==> config.mk <==
export PLATFORM = sky130hd
export DESIGN_NAME = tomasulo_issue_execute_writeback
export DESIGN_NICKNAME = d
export VERILOG_FILES = /design/src/hw/rtl/tiew_pkg.sv /design/src/hw/rtl/tomasulo_issue_execute_writeback.sv /design/src/hw/rtl/tiew_ctrl.sv /design/src/hw/rtl/tiew_dp.sv
export SDC_FILE = /design/constraint.sdc
export NUM_CORES = 2
export LEC_CHECK = 0
export BUFFER_PORTS_ARGS = -buffer_cell sky130_fd_sc_hd__buf_2
export CAP_MARGIN = 0
export CORE_UTILIZATION = 49
export CTS_BUF_LIST = sky130_fd_sc_hd__clkbuf_16
export CTS_CLUSTER_DIAMETER = 30
export CTS_CLUSTER_SIZE = 40
export DETAILED_ROUTE_END_ITERATION = 10
export REMOVE_ABC_BUFFERS = 1
export SETUP_SLACK_MARGIN = 0.02
export SLEW_MARGIN = 30
export SYNTH_ARGS = -nofsm -noshare
export SYNTH_HDL_FRONTEND = slang
export SYNTH_SLANG_ARGS = --single-unit
export TNS_END_PERCENT = 100
==> constraint.sdc <==
create_clock -name clk_i -period 15.8 [get_ports clk_i]
set_input_delay 3.16 -clock clk_i [delete_from_list [all_inputs] [get_ports clk_i]]
set_output_delay 3.16 -clock clk_i [all_outputs]
set_load 0.03 [all_outputs]
==> src/hw/rtl/tiew_pkg.sv <==
`default_nettype none
package tiew_pkg;

  // fixed widths of the item fields
  localparam int unsigned REG_IDX_W = 3;
  localparam int unsigned OP_W      = 2;
  localparam int unsigned IMM_W     = 32;
  localparam int unsigned OUT_VAL_W = 32;
  localparam int unsigned LAT_W     = 6;
  localparam int unsigned CFG_IDX_W = 2;

  // default parameter values
  localparam int unsigned NUM_REGS_DEF        = 8;
  localparam int unsigned ADDSUB_STATIONS_DEF = 3;
  localparam int unsigned MULDIV_STATIONS_DEF = 2;
  localparam int unsigned DATA_WIDTH_DEF      = 32;

  // operation codes
  localparam logic [OP_W-1:0] OP_ADD = 2'd0;
  localparam logic [OP_W-1:0] OP_SUB = 2'd1;
  localparam logic [OP_W-1:0] OP_MUL = 2'd2;
  localparam logic [OP_W-1:0] OP_DIV = 2'd3;

  // configuration register indexes
  localparam logic [CFG_IDX_W-1:0] CFG_ADD_LAT = 2'd0;
  localparam logic [CFG_IDX_W-1:0] CFG_SUB_LAT = 2'd1;
  localparam logic [CFG_IDX_W-1:0] CFG_MUL_LAT = 2'd2;
  localparam logic [CFG_IDX_W-1:0] CFG_DIV_LAT = 2'd3;

  // latency reset values
  localparam logic [LAT_W-1:0] ADD_LAT_RST = 6'd2;
  localparam logic [LAT_W-1:0] SUB_LAT_RST = 6'd2;
  localparam logic [LAT_W-1:0] MUL_LAT_RST = 6'd8;
  localparam logic [LAT_W-1:0] DIV_LAT_RST = 6'd40;

  // controller to datapath commands
  typedef struct packed {
    logic load;
    logic issue;
    logic dispatch;
    logic calc;
    logic wb;
  } tiew_cmd_t;

  // datapath to controller status
  typedef struct packed {
    logic div_busy;
  } tiew_sts_t;

endpackage
`default_nettype wire

==> src/hw/rtl/tomasulo_issue_execute_writeback.sv <==
`default_nettype none
// Channel  Handshake                 Payload
// in       in_valid_i / in_stall_o   cmd_i op_i dest_reg_i src1_reg_i src2_reg_i
//                                    src2_is_imm_i immediate_i
// out      out_valid_o / out_stall_i issued_o addsub_* muldiv_* div_by_zero_o idle_o
// cfg      cfg_we_i                  cfg_idx_i cfg_data_i
//
// One beat in is one machine tick and gives one beat out; the block takes no new beat
// until the tick has passed through issue, dispatch, calc and writeback, and calc waits
// longer when a divide completes in the tick, while the bit-serial divider steps.
// Reset clears stations, alias table and units; the register file holds 2*i.
// A held output beat stops the block in writeback until it is taken.
module tomasulo_issue_execute_writeback #(
  parameter int unsigned NUM_REGS        = tiew_pkg::NUM_REGS_DEF,
  parameter int unsigned ADDSUB_STATIONS = tiew_pkg::ADDSUB_STATIONS_DEF,
  parameter int unsigned MULDIV_STATIONS = tiew_pkg::MULDIV_STATIONS_DEF,
  parameter int unsigned DATA_WIDTH      = tiew_pkg::DATA_WIDTH_DEF
) (
  input  wire logic                               clk_i,
  input  wire logic                               rst_ni,
  input  wire logic                               in_valid_i,
  output logic                                    in_stall_o,
  input  wire logic                               cmd_i,
  input  wire logic [tiew_pkg::OP_W-1:0]          op_i,
  input  wire logic [tiew_pkg::REG_IDX_W-1:0]     dest_reg_i,
  input  wire logic [tiew_pkg::REG_IDX_W-1:0]     src1_reg_i,
  input  wire logic [tiew_pkg::REG_IDX_W-1:0]     src2_reg_i,
  input  wire logic                               src2_is_imm_i,
  input  wire logic signed [tiew_pkg::IMM_W-1:0]  immediate_i,
  output logic                                    out_valid_o,
  input  wire logic                               out_stall_i,
  output logic                                    issued_o,
  output logic                                    addsub_done_o,
  output logic [tiew_pkg::REG_IDX_W-1:0]          addsub_reg_o,
  output logic signed [tiew_pkg::OUT_VAL_W-1:0]   addsub_value_o,
  output logic                                    addsub_wrote_reg_o,
  output logic                                    muldiv_done_o,
  output logic [tiew_pkg::REG_IDX_W-1:0]          muldiv_reg_o,
  output logic signed [tiew_pkg::OUT_VAL_W-1:0]   muldiv_value_o,
  output logic                                    muldiv_wrote_reg_o,
  output logic                                    div_by_zero_o,
  output logic                                    idle_o,
  input  wire logic                               cfg_we_i,
  input  wire logic [tiew_pkg::CFG_IDX_W-1:0]     cfg_idx_i,
  input  wire logic [tiew_pkg::LAT_W-1:0]         cfg_data_i
);

  tiew_pkg::tiew_cmd_t cmd;
  tiew_pkg::tiew_sts_t sts;

  tiew_ctrl u_ctrl (
    .clk_i       (clk_i),
    .rst_ni      (rst_ni),
    .in_valid_i  (in_valid_i),
    .in_stall_o  (in_stall_o),
    .out_valid_o (out_valid_o),
    .out_stall_i (out_stall_i),
    .sts_i       (sts),
    .cmd_o       (cmd)
  );

  tiew_dp #(
    .NUM_REGS        (NUM_REGS),
    .ADDSUB_STATIONS (ADDSUB_STATIONS),
    .MULDIV_STATIONS (MULDIV_STATIONS),
    .DATA_WIDTH      (DATA_WIDTH)
  ) u_dp (
    .clk_i              (clk_i),
    .rst_ni             (rst_ni),
    .cmd_i              (cmd),
    .sts_o              (sts),
    .cfg_we_i           (cfg_we_i),
    .cfg_idx_i          (cfg_idx_i),
    .cfg_data_i         (cfg_data_i),
    .item_cmd_i         (cmd_i),
    .op_i               (op_i),
    .dest_reg_i         (dest_reg_i),
    .src1_reg_i         (src1_reg_i),
    .src2_reg_i         (src2_reg_i),
    .src2_is_imm_i      (src2_is_imm_i),
    .immediate_i        (immediate_i),
    .issued_o           (issued_o),
    .addsub_done_o      (addsub_done_o),
    .addsub_reg_o       (addsub_reg_o),
    .addsub_value_o     (addsub_value_o),
    .addsub_wrote_reg_o (addsub_wrote_reg_o),
    .muldiv_done_o      (muldiv_done_o),
    .muldiv_reg_o       (muldiv_reg_o),
    .muldiv_value_o     (muldiv_value_o),
    .muldiv_wrote_reg_o (muldiv_wrote_reg_o),
    .div_by_zero_o      (div_by_zero_o),
    .idle_o             (idle_o)
  );

endmodule
`default_nettype wire

==> src/hw/rtl/tiew_ctrl.sv <==
`default_nettype none
module tiew_ctrl (
  input  wire logic               clk_i,
  input  wire logic               rst_ni,
  input  wire logic               in_valid_i,
  output logic                    in_stall_o,
  output logic                    out_valid_o,
  input  wire logic               out_stall_i,
  input  wire tiew_pkg::tiew_sts_t sts_i,
  output tiew_pkg::tiew_cmd_t     cmd_o
);

  typedef enum logic [2:0] {
    S_IDLE,
    S_ISSUE,
    S_DISP,
    S_CALC,
    S_WB
  } state_e;

  state_e state_q, state_d;
  logic   out_valid_q, out_valid_d;
  logic   wb_go;

  // output slot free for the next beat
  assign wb_go = (state_q == S_WB) && (!out_valid_q || !out_stall_i);

  // command decode
  always_comb begin
    cmd_o          = '0;
    cmd_o.load     = (state_q == S_IDLE) && in_valid_i;
    cmd_o.issue    = (state_q == S_ISSUE);
    cmd_o.dispatch = (state_q == S_DISP);
    cmd_o.calc     = (state_q == S_CALC);
    cmd_o.wb       = wb_go;
  end

  // next state
  always_comb begin
    state_d     = state_q;
    out_valid_d = out_valid_q && out_stall_i;
    unique case (state_q)
      S_IDLE:  if (in_valid_i) state_d = S_ISSUE;
      S_ISSUE: state_d = S_DISP;
      S_DISP:  state_d = S_CALC;
      S_CALC:  if (!sts_i.div_busy) state_d = S_WB;
      S_WB: begin
        if (wb_go) begin
          state_d     = S_IDLE;
          out_valid_d = 1'b1;
        end
      end
      default: state_d = S_IDLE;
    endcase
  end

  always_ff @(posedge clk_i or negedge rst_ni) begin
    if (!rst_ni) begin
      state_q     <= S_IDLE;
      out_valid_q <= 1'b0;
    end else begin
      state_q     <= state_d;
      out_valid_q <= out_valid_d;
    end
  end

  assign in_stall_o  = (state_q != S_IDLE);
  assign out_valid_o = out_valid_q;

  // a new result beat only comes out of writeback
  assert property (@(posedge clk_i) disable iff (!rst_ni)
    $rose(out_valid_q) |-> $past(state_q == S_WB))
    else $error("result beat without writeback");

  // an accepted item always moves on to issue
  assert property (@(posedge clk_i) disable iff (!rst_ni)
    cmd_o.load |=> (state_q == S_ISSUE))
    else $error("accepted item skipped issue");

  // a stalled result beat stays offered
  assert property (@(posedge clk_i) disable iff (!rst_ni)
    (out_valid_q && out_stall_i) |=> out_valid_q)
    else $error("stalled result beat dropped");

endmodule
`default_nettype wire

==> src/hw/rtl/tiew_dp.sv <==
`default_nettype none
module tiew_dp #(
  parameter int unsigned NUM_REGS        = tiew_pkg::NUM_REGS_DEF,
  parameter int unsigned ADDSUB_STATIONS = tiew_pkg::ADDSUB_STATIONS_DEF,
  parameter int unsigned MULDIV_STATIONS = tiew_pkg::MULDIV_STATIONS_DEF,
  parameter int unsigned DATA_WIDTH      = tiew_pkg::DATA_WIDTH_DEF
) (
  input  wire logic                                clk_i,
  input  wire logic                                rst_ni,
  input  wire tiew_pkg::tiew_cmd_t                 cmd_i,
  output tiew_pkg::tiew_sts_t                      sts_o,
  input  wire logic                                cfg_we_i,
  input  wire logic [tiew_pkg::CFG_IDX_W-1:0]      cfg_idx_i,
  input  wire logic [tiew_pkg::LAT_W-1:0]          cfg_data_i,
  input  wire logic                                item_cmd_i,
  input  wire logic [tiew_pkg::OP_W-1:0]           op_i,
  input  wire logic [tiew_pkg::REG_IDX_W-1:0]      dest_reg_i,
  input  wire logic [tiew_pkg::REG_IDX_W-1:0]      src1_reg_i,
  input  wire logic [tiew_pkg::REG_IDX_W-1:0]      src2_reg_i,
  input  wire logic                                src2_is_imm_i,
  input  wire logic signed [tiew_pkg::IMM_W-1:0]   immediate_i,
  output logic                                     issued_o,
  output logic                                     addsub_done_o,
  output logic [tiew_pkg::REG_IDX_W-1:0]           addsub_reg_o,
  output logic signed [tiew_pkg::OUT_VAL_W-1:0]    addsub_value_o,
  output logic                                     addsub_wrote_reg_o,
  output logic                                     muldiv_done_o,
  output logic [tiew_pkg::REG_IDX_W-1:0]           muldiv_reg_o,
  output logic signed [tiew_pkg::OUT_VAL_W-1:0]    muldiv_value_o,
  output logic                                     muldiv_wrote_reg_o,
  output logic                                     div_by_zero_o,
  output logic                                     idle_o
);

  localparam int unsigned ALL = ADDSUB_STATIONS + MULDIV_STATIONS;
  localparam int unsigned SW  = $clog2(ALL);
  localparam int unsigned TW  = $clog2(ALL + 1);
  localparam int unsigned RW  = $clog2(NUM_REGS);
  localparam int unsigned CW  = $clog2(DATA_WIDTH + 1);
  localparam int unsigned DW  = DATA_WIDTH;
  localparam int unsigned LW  = tiew_pkg::LAT_W;
  localparam int unsigned IXW = tiew_pkg::REG_IDX_W;
  localparam int unsigned OVW = tiew_pkg::OUT_VAL_W;
  localparam int unsigned IMW = tiew_pkg::IMM_W;

  // register index folded into the file size
  function automatic logic [RW-1:0] ridx(input logic [IXW-1:0] x);
    logic [RW-1:0] r;
    r = '0;
    for (int k = 0; k < (1 << IXW); k++) begin
      if (x == IXW'(k)) r = RW'(k % NUM_REGS);
    end
    return r;
  endfunction

  // latched item
  logic                 cmd_q;
  logic [1:0]           op_q;
  logic [IXW-1:0]       dest_q, src1_q, src2_q;
  logic                 imm_flag_q;
  logic [IMW-1:0]       imm_q;
  logic                 iss_found_q;

  // architectural state and stations
  logic [LW-1:0] lat_q [4];
  logic [DW-1:0] rv_q [NUM_REGS];
  logic [TW-1:0] alias_q [NUM_REGS];
  logic [ALL-1:0] busy_q;
  logic [1:0]    st_op_q [ALL];
  logic [RW-1:0] st_dest_q [ALL];
  logic [DW-1:0] st_v1_q [ALL];
  logic [DW-1:0] st_v2_q [ALL];
  logic [TW-1:0] st_t1_q [ALL];
  logic [TW-1:0] st_t2_q [ALL];

  // execution units
  logic          a_active_q, m_active_q;
  logic [SW-1:0] a_st_q, m_st_q;
  logic [LW-1:0] a_rem_q, m_rem_q;
  logic          a_cmp_q, m_cmp_q;
  logic [DW-1:0] prod_q;

  // divider
  logic [DW-1:0] dv_r_q, dv_q_q, dv_b_q;
  logic [CW-1:0] dv_cnt_q;
  logic          dv_neg_q, dv_zero_q;

  // ---------------- issue ----------------
  logic          iss_found;
  logic [SW-1:0] iss_slot;
  logic [RW-1:0] d_idx, r1_idx, r2_idx;
  logic [DW+IMW-1:0] imm_ext;

  always_comb begin
    iss_found = 1'b0;
    iss_slot  = '0;
    for (int i = ALL - 1; i >= 0; i--) begin
      if (((op_q[1] && i >= ADDSUB_STATIONS) || (!op_q[1] && i < ADDSUB_STATIONS))
          && !busy_q[i]) begin
        iss_found = 1'b1;
        iss_slot  = SW'(i);
      end
    end
  end

  assign d_idx   = ridx(dest_q);
  assign r1_idx  = ridx(src1_q);
  assign r2_idx  = ridx(src2_q);
  assign imm_ext = {{DW{imm_q[IMW-1]}}, imm_q};

  // ---------------- dispatch pick ----------------
  logic          a_pick_ok, m_pick_ok;
  logic [SW-1:0] a_pick, m_pick;
  logic [LW-1:0] a_lat, m_lat;

  always_comb begin
    a_pick_ok = 1'b0;
    a_pick    = '0;
    m_pick_ok = 1'b0;
    m_pick    = '0;
    for (int i = 0; i < ALL; i++) begin
      if (busy_q[i] && st_t1_q[i] == '0 && st_t2_q[i] == '0) begin
        if (i < ADDSUB_STATIONS) begin
          a_pick_ok = 1'b1;
          a_pick    = SW'(i);
        end else begin
          m_pick_ok = 1'b1;
          m_pick    = SW'(i);
        end
      end
    end
  end

  assign a_lat = (lat_q[st_op_q[a_pick]] == '0) ? LW'(1) : lat_q[st_op_q[a_pick]];
  assign m_lat = (lat_q[st_op_q[m_pick]] == '0) ? LW'(1) : lat_q[st_op_q[m_pick]];

  // ---------------- results ----------------
  logic [TW-1:0] a_tag, m_tag;
  logic [RW-1:0] a_dest, m_dest;
  logic [DW-1:0] a_res, m_res, dv_res;
  logic [DW-1:0] m_a, m_b, m_a_abs, m_b_abs;
  logic [2*DW-1:0] prod_full;
  logic [ALL-1:0] busy_after;

  assign a_tag  = TW'(a_st_q) + TW'(1);
  assign m_tag  = TW'(m_st_q) + TW'(1);
  assign a_dest = st_dest_q[a_st_q];
  assign m_dest = st_dest_q[m_st_q];
  assign a_res  = st_op_q[a_st_q][0] ? (st_v1_q[a_st_q] - st_v2_q[a_st_q])
                                     : (st_v1_q[a_st_q] + st_v2_q[a_st_q]);
  assign dv_res = dv_zero_q ? '0 : (dv_neg_q ? (~dv_q_q + DW'(1)) : dv_q_q);
  assign m_res  = st_op_q[m_st_q][0] ? dv_res : prod_q;

  assign m_a       = st_v1_q[m_st_q];
  assign m_b       = st_v2_q[m_st_q];
  assign m_a_abs   = m_a[DW-1] ? (~m_a + DW'(1)) : m_a;
  assign m_b_abs   = m_b[DW-1] ? (~m_b + DW'(1)) : m_b;
  assign prod_full = m_a * m_b;

  always_comb begin
    busy_after = busy_q;
    if (a_cmp_q) busy_after[a_st_q] = 1'b0;
    if (m_cmp_q) busy_after[m_st_q] = 1'b0;
  end

  // one restoring step of the divider
  logic [DW:0]   dv_sh;
  logic [DW+1:0] dv_diff;

  assign dv_sh   = {dv_r_q, dv_q_q[DW-1]};
  assign dv_diff = {1'b0, dv_sh} - {2'b00, dv_b_q};

  assign sts_o.div_busy = (dv_cnt_q != '0);

  // ---------------- control state ----------------
  always_ff @(posedge clk_i or negedge rst_ni) begin
    if (!rst_ni) begin
      lat_q[tiew_pkg::CFG_ADD_LAT] <= tiew_pkg::ADD_LAT_RST;
      lat_q[tiew_pkg::CFG_SUB_LAT] <= tiew_pkg::SUB_LAT_RST;
      lat_q[tiew_pkg::CFG_MUL_LAT] <= tiew_pkg::MUL_LAT_RST;
      lat_q[tiew_pkg::CFG_DIV_LAT] <= tiew_pkg::DIV_LAT_RST;
      for (int r = 0; r < NUM_REGS; r++) begin
        rv_q[r]    <= DW'(2 * r);
        alias_q[r] <= '0;
      end
      busy_q <= '0;
      for (int i = 0; i < ALL; i++) begin
        st_op_q[i]   <= '0;
        st_dest_q[i] <= '0;
        st_v1_q[i]   <= '0;
        st_v2_q[i]   <= '0;
        st_t1_q[i]   <= '0;
        st_t2_q[i]   <= '0;
      end
      a_active_q <= 1'b0;
      m_active_q <= 1'b0;
      a_st_q     <= '0;
      m_st_q     <= '0;
      a_rem_q    <= '0;
      m_rem_q    <= '0;
      a_cmp_q    <= 1'b0;
      m_cmp_q    <= 1'b0;
      dv_cnt_q   <= '0;
    end else begin
      // latency registers
      if (cfg_we_i) lat_q[cfg_idx_i] <= cfg_data_i;

      // divider count
      if (dv_cnt_q != '0) dv_cnt_q <= dv_cnt_q - CW'(1);

      if (cmd_i.issue) begin
        // rename into the lowest free station of the group
        if (cmd_q && iss_found) begin
          busy_q[iss_slot]    <= 1'b1;
          st_op_q[iss_slot]   <= op_q;
          st_dest_q[iss_slot] <= d_idx;
          st_t1_q[iss_slot]   <= alias_q[r1_idx];
          st_v1_q[iss_slot]   <= rv_q[r1_idx];
          if (imm_flag_q) begin
            st_t2_q[iss_slot] <= '0;
            st_v2_q[iss_slot] <= imm_ext[DW-1:0];
          end else begin
            st_t2_q[iss_slot] <= alias_q[r2_idx];
            st_v2_q[iss_slot] <= rv_q[r2_idx];
          end
          alias_q[d_idx] <= TW'(iss_slot) + TW'(1);
        end
      end else if (cmd_i.dispatch) begin
        // add/sub unit: start, count down or finish
        a_cmp_q <= 1'b0;
        if (!a_active_q) begin
          if (a_pick_ok) begin
            a_active_q <= 1'b1;
            a_st_q     <= a_pick;
            a_rem_q    <= a_lat;
          end
        end else if (a_rem_q > LW'(1)) begin
          a_rem_q <= a_rem_q - LW'(1);
        end else begin
          a_rem_q <= '0;
          a_cmp_q <= 1'b1;
        end
        // mul/div unit
        m_cmp_q <= 1'b0;
        if (!m_active_q) begin
          if (m_pick_ok) begin
            m_active_q <= 1'b1;
            m_st_q     <= m_pick;
            m_rem_q    <= m_lat;
          end
        end else if (m_rem_q > LW'(1)) begin
          m_rem_q <= m_rem_q - LW'(1);
        end else begin
          m_rem_q <= '0;
          m_cmp_q <= 1'b1;
          if (st_op_q[m_st_q] == tiew_pkg::OP_DIV) dv_cnt_q <= CW'(DW);
        end
      end else if (cmd_i.wb) begin
        // free stations, retire to the file, broadcast on the result bus
        busy_q <= busy_after;
        if (a_cmp_q) a_active_q <= 1'b0;
        if (m_cmp_q) m_active_q <= 1'b0;
        for (int r = 0; r < NUM_REGS; r++) begin
          if (a_cmp_q && a_dest == RW'(r) && alias_q[r] == a_tag) begin
            rv_q[r]    <= a_res;
            alias_q[r] <= '0;
          end
          if (m_cmp_q && m_dest == RW'(r) && alias_q[r] == m_tag) begin
            rv_q[r]    <= m_res;
            alias_q[r] <= '0;
          end
        end
        for (int i = 0; i < ALL; i++) begin
          if (busy_after[i]) begin
            if (a_cmp_q && st_t1_q[i] == a_tag) begin
              st_v1_q[i] <= a_res;
              st_t1_q[i] <= '0;
            end else if (m_cmp_q && st_t1_q[i] == m_tag) begin
              st_v1_q[i] <= m_res;
              st_t1_q[i] <= '0;
            end
            if (a_cmp_q && st_t2_q[i] == a_tag) begin
              st_v2_q[i] <= a_res;
              st_t2_q[i] <= '0;
            end else if (m_cmp_q && st_t2_q[i] == m_tag) begin
              st_v2_q[i] <= m_res;
              st_t2_q[i] <= '0;
            end
          end
        end
      end
    end
  end

  // ---------------- payload registers ----------------
  logic [RW+IXW-1:0] a_dest_ext, m_dest_ext;
  logic [DW+OVW-1:0] a_res_ext, m_res_ext;

  assign a_dest_ext = {{IXW{1'b0}}, a_dest};
  assign m_dest_ext = {{IXW{1'b0}}, m_dest};
  assign a_res_ext  = {{OVW{1'b0}}, a_res};
  assign m_res_ext  = {{OVW{1'b0}}, m_res};

  always_ff @(posedge clk_i) begin
    // item capture
    if (cmd_i.load) begin
      cmd_q      <= item_cmd_i;
      op_q       <= op_i;
      dest_q     <= dest_reg_i;
      src1_q     <= src1_reg_i;
      src2_q     <= src2_reg_i;
      imm_flag_q <= src2_is_imm_i;
      imm_q      <= immediate_i;
    end
    // divider set-up and steps
    if (cmd_i.dispatch) begin
      dv_r_q    <= '0;
      dv_q_q    <= m_a_abs;
      dv_b_q    <= m_b_abs;
      dv_neg_q  <= m_a[DW-1] ^ m_b[DW-1];
      dv_zero_q <= (m_b == '0);
    end else if (dv_cnt_q != '0) begin
      if (!dv_diff[DW+1]) begin
        dv_r_q <= dv_diff[DW-1:0];
        dv_q_q <= {dv_q_q[DW-2:0], 1'b1};
      end else begin
        dv_r_q <= dv_sh[DW-1:0];
        dv_q_q <= {dv_q_q[DW-2:0], 1'b0};
      end
    end
    // multiplier
    if (cmd_i.calc) prod_q <= prod_full[DW-1:0];
    // result beat
    if (cmd_i.wb) begin
      issued_o           <= cmd_q && iss_found_q;
      addsub_done_o      <= a_cmp_q;
      addsub_reg_o       <= a_cmp_q ? a_dest_ext[IXW-1:0] : '0;
      addsub_value_o     <= a_cmp_q ? a_res_ext[OVW-1:0] : '0;
      addsub_wrote_reg_o <= a_cmp_q && alias_q[a_dest] == a_tag;
      muldiv_done_o      <= m_cmp_q;
      muldiv_reg_o       <= m_cmp_q ? m_dest_ext[IXW-1:0] : '0;
      muldiv_value_o     <= m_cmp_q ? m_res_ext[OVW-1:0] : '0;
      muldiv_wrote_reg_o <= m_cmp_q && alias_q[m_dest] == m_tag;
      div_by_zero_o      <= m_cmp_q && st_op_q[m_st_q] == tiew_pkg::OP_DIV && dv_zero_q;
      idle_o             <= (busy_after == '0);
    end
  end

  // issue outcome, held for the result beat
  always_ff @(posedge clk_i) begin
    if (cmd_i.issue) iss_found_q <= iss_found;
  end

  // a running unit always owns a busy station
  assert property (@(posedge clk_i) disable iff (!rst_ni)
    a_active_q |-> busy_q[a_st_q])
    else $error("add/sub unit runs a free station");

  assert property (@(posedge clk_i) disable iff (!rst_ni)
    m_active_q |-> busy_q[m_st_q])
    else $error("mul/div unit runs a free station");

  // an issued instruction holds its station
  assert property (@(posedge clk_i) disable iff (!rst_ni)
    (cmd_i.issue && cmd_q && iss_found) |=> busy_q[$past(iss_slot)])
    else $error("issue did not claim its station");

endmodule
`default_nettype wire
==> flow_summary.toml <==
[detailed_routing]
drt-total-wl_mm = 299
viasPerCell = 6.40
drt-wirelength-per-cell_um = 28.9
drt-initial-drc-count = 8301
antenna_left = 0
remaining_drc_errors = 0
vias = 66200
drtPass1Iterations = 9

[power_and_ir_drop]
internal_power_mw = 11.3
sequentialPowerShare = 0.167
power_density_mw_per_mm2 = 257
clock_power_share = 0.250
peakVddDrop_v = 0.000288
p_sw_mw = 11.0
combPwrFrac = 0.583
switching_share = 0.495
leakage_nw = 37.5

[critical_path]
reg2reg_to = "u_dp.prod_q[30]"
critical-path-top-delay-family = "adder cells"
cp.required_ns = 16.44
critical_path.slowest_cell = "a21o_1"
r2r_cells = 28
cp_max_fo = 78
critPathKind = "flop to flop"
arrival_ns = 10.59
cpMostUsedCell = "fa_1"
reg2reg_from = "u_dp.m_st_q[2]"
cp-end-kind = "flop"
slowest_delay_ns = 0.79
reg2reg_slack_ns = 5.86
worst-path-buf-inv = 5
cp-start-kind = "flop"

[grt]
antenna_found_initial = 9
grt_pass1_wl_mm = 440
grt-ovfl-total = 0
grt_util_met2 = 0.574
use_met3 = 0.104
busiest_layer = "met2"
grt_pass1_vias = 65600
use_met1 = 0.520
grt_usage = 0.393
grt_start_max_net_pins = 108

[placement]
hpwl_mm = 206
portBuffers = 136
place_inst = 9833
gp_congestion = 1.01

[synth]
synth_ff_type = "dfrtp_1"
synth_top_area_frac = 0.236
async_reset_ff_frac = 0.738
syn-cell-area_mm2 = 0.0739
seq_area_frac_synth = 0.341
ys_ff_latch = 967
avgSynthCellArea_um2 = 9.17
syn_inst = 8053
yosys_warnings = 0
synth_area_leaders = "dfrtp_1 (24%), fa_1 (11%), edfxtp_1 (9.0%), mux4_2 (6.6%), nand2_1 (5.8%)"
synth-edff-count = 221
synth_cell_types = 93
yosysTopAreaCell = "dfrtp_1"

[final_layout]
final_cell_mix = "nand2_1 (1,143), nor2_1 (991), dfrtp_1 (691), o21ai_0 (626), a21oi_1 (559)"
syn_to_final_growth_pct = 17.3
mostFrequentLayoutCell = "nand2_1"
instances_no_fill = 10400
fillers = 12900
final_nets = 8787
layout-drive-gt1-share = 0.150

[sta]
slew_headroom = 0.247
setup_tns_ns = 0
rsz0062_at_grt = "no"
finalHoldViolations = 0
max_slew.worst_pin.slew_ns = 1.13
clock_skew_ns = 0.0701
layout_worst_path_cycle_share = 0.629
setup_viol = 0
fin_crit_ns = 9.94
fmax_ghz = 0.101
slew_violations = 0

[clock_network]
clock_sinks = 967
post_cts_buffers = 0
cts_made_buffers = 293
tritoncts = "yes"
ctsHoldBuffers = 0
cts.path.max_buffers = 4
cts_max_level = 5
clock_latency_ns = 0.92
postCtsResizedCells = 0
cts-root-buf = "clkbuf_16"
path_clk_slew_ns = 0.05

[status]
status = "completed"

[min_path]
min-delay-start = "u_dp.st_dest_q[1]"
whs_path_depth = 2
hold_path.class = "flop to flop"
holdPathEnd = "u_dp.st_dest_q[1]"

[flow_run]
max_cap_viol_count = 0

[floorplan]
dieHeight_um = 390
die_area_mm2 = 0.152
num_io_pins = 137
start_util = 0.493
num_rows = 142
die_w_um = 390
coreArea_mm2 = 0.150
cell type report:
class / instances / area [um2] / area share
diodes: 9 / 22.5 / 0.000260
clock buffers: 301 / 7530 / 0.0869
clock inverters: 209 / 1750 / 0.0202
inverters: 483 / 1820 / 0.0210
multi-input cells: 6006 / 45300 / 0.523
flip-flops and latches: 967 / 25200 / 0.291
well taps: 2016 / 2520 / 0.0291
repair buffers: 362 / 2490 / 0.0287
how the worst max path moves through the flow:
stage / startpoint / endpoint / slack [ns] / cells after the start
after global routing: u_dp.m_st_q[2] / u_dp.prod_q[30] / 5.51 / 28
after CTS: u_dp.m_st_q[2] / u_dp.prod_q[30] / 6.00 / 28
after floorplan: u_dp.m_st_q[2] / u_dp.rv_q[113] / 0.39 / 9
final: u_dp.m_st_q[2] / u_dp.prod_q[30] / 5.86 / 28
after global placement: u_dp.m_st_q[2] / u_dp.prod_q[31] / 6.16 / 28
after detailed placement: u_dp.m_st_q[2] / u_dp.prod_q[30] / 5.98 / 28
layer usage:
metal,vias up,share of wire,wire (um)
li1,28100,-,-
met1,32700,0.39,117000
met2,4344,0.43,128000
met3,1061,0.11,33100
met4,6,0.072,21500
met5,-,0.00011,34
worst min-delay path: stages (launching register included):
cell and delay, ns:
dfrtp_1 0.34, nand2_1 0.05, nand2_1 0.06
flip-flops by register name, summed over array words and instances (netlist names), 10 cells and up:
signal,count
u_dp.alias_q,24
u_dp.st_t1_q,15
u_dp.st_v1_q,160
u_dp.prod_q,32
u_dp.rv_q,256
u_dp.st_t2_q,15
u_dp.lat_q,24
u_dp.muldiv_value_o,32
u_dp.st_v2_q,160
u_dp.st_dest_q,15
u_dp.dv_q_q,32
u_dp.st_op_q,10
u_dp.imm_q,32
u_dp.addsub_value_o,32
u_dp.dv_r_q,32
u_dp.dv_b_q,32
synth_stat cells, drive strengths merged (46+ instances only):
library cell  instances
dfrtp               697
fa                  410
and2                 76
o221ai               89
xor2                112
xnor2               257
nand2b               46
ha                  206
nor2               1007
nor3                 59
mux2                 71
a221oi              153
clkbuf              503
edfxtp              221
buf                  94
mux4                224
a21oi               586
a21o                 68
nand2              1143
inv                 478
mux2i               223
o21ai               695
nand3                89
power groups by stage:
stage / combinational [mW] / sequential (mW) / clock [mW]
finish: 13.0 / 3.72 / 5.56
global route: 13.9 / 3.75 / 5.73
CTS: 12.7 / 3.69 / 5.60
detailed placement: 12.6 / 3.72 / 0
global placement: 12.3 / 3.71 / 0
floorplan: 7.72 / 3.55 / 0
per-stage QoR:
stage          power, mW  utilization  instance area (um2)  worst slack (ns)  hold WS [ns]
2_1_floorplan       11.3            -                71500             0.386         0.438
3_3_place_gp        16.0        0.514                77000              6.16         0.452
3_5_place_dp        16.3        0.516                77300              5.98         0.463
4_1_cts             21.9        0.578                86500              6.00         0.475
5_1_grt             23.3        0.578                86600              5.51         0.491
6_report            22.3        0.578                86600              5.86         0.478
cell families after synthesis:
family	count (synthesis)	share of synthesized area
AOI/OAI and AO/OA	1894	0.155
buffers and inverters	1080	0.0563
DFF	967	0.341
muxes	518	0.110
xor gates and xnor gates	369	0.0440
adders and majority gates	616	0.146
and+or+nand+nor	2609	0.148
(Power assumes the default switching activity.)
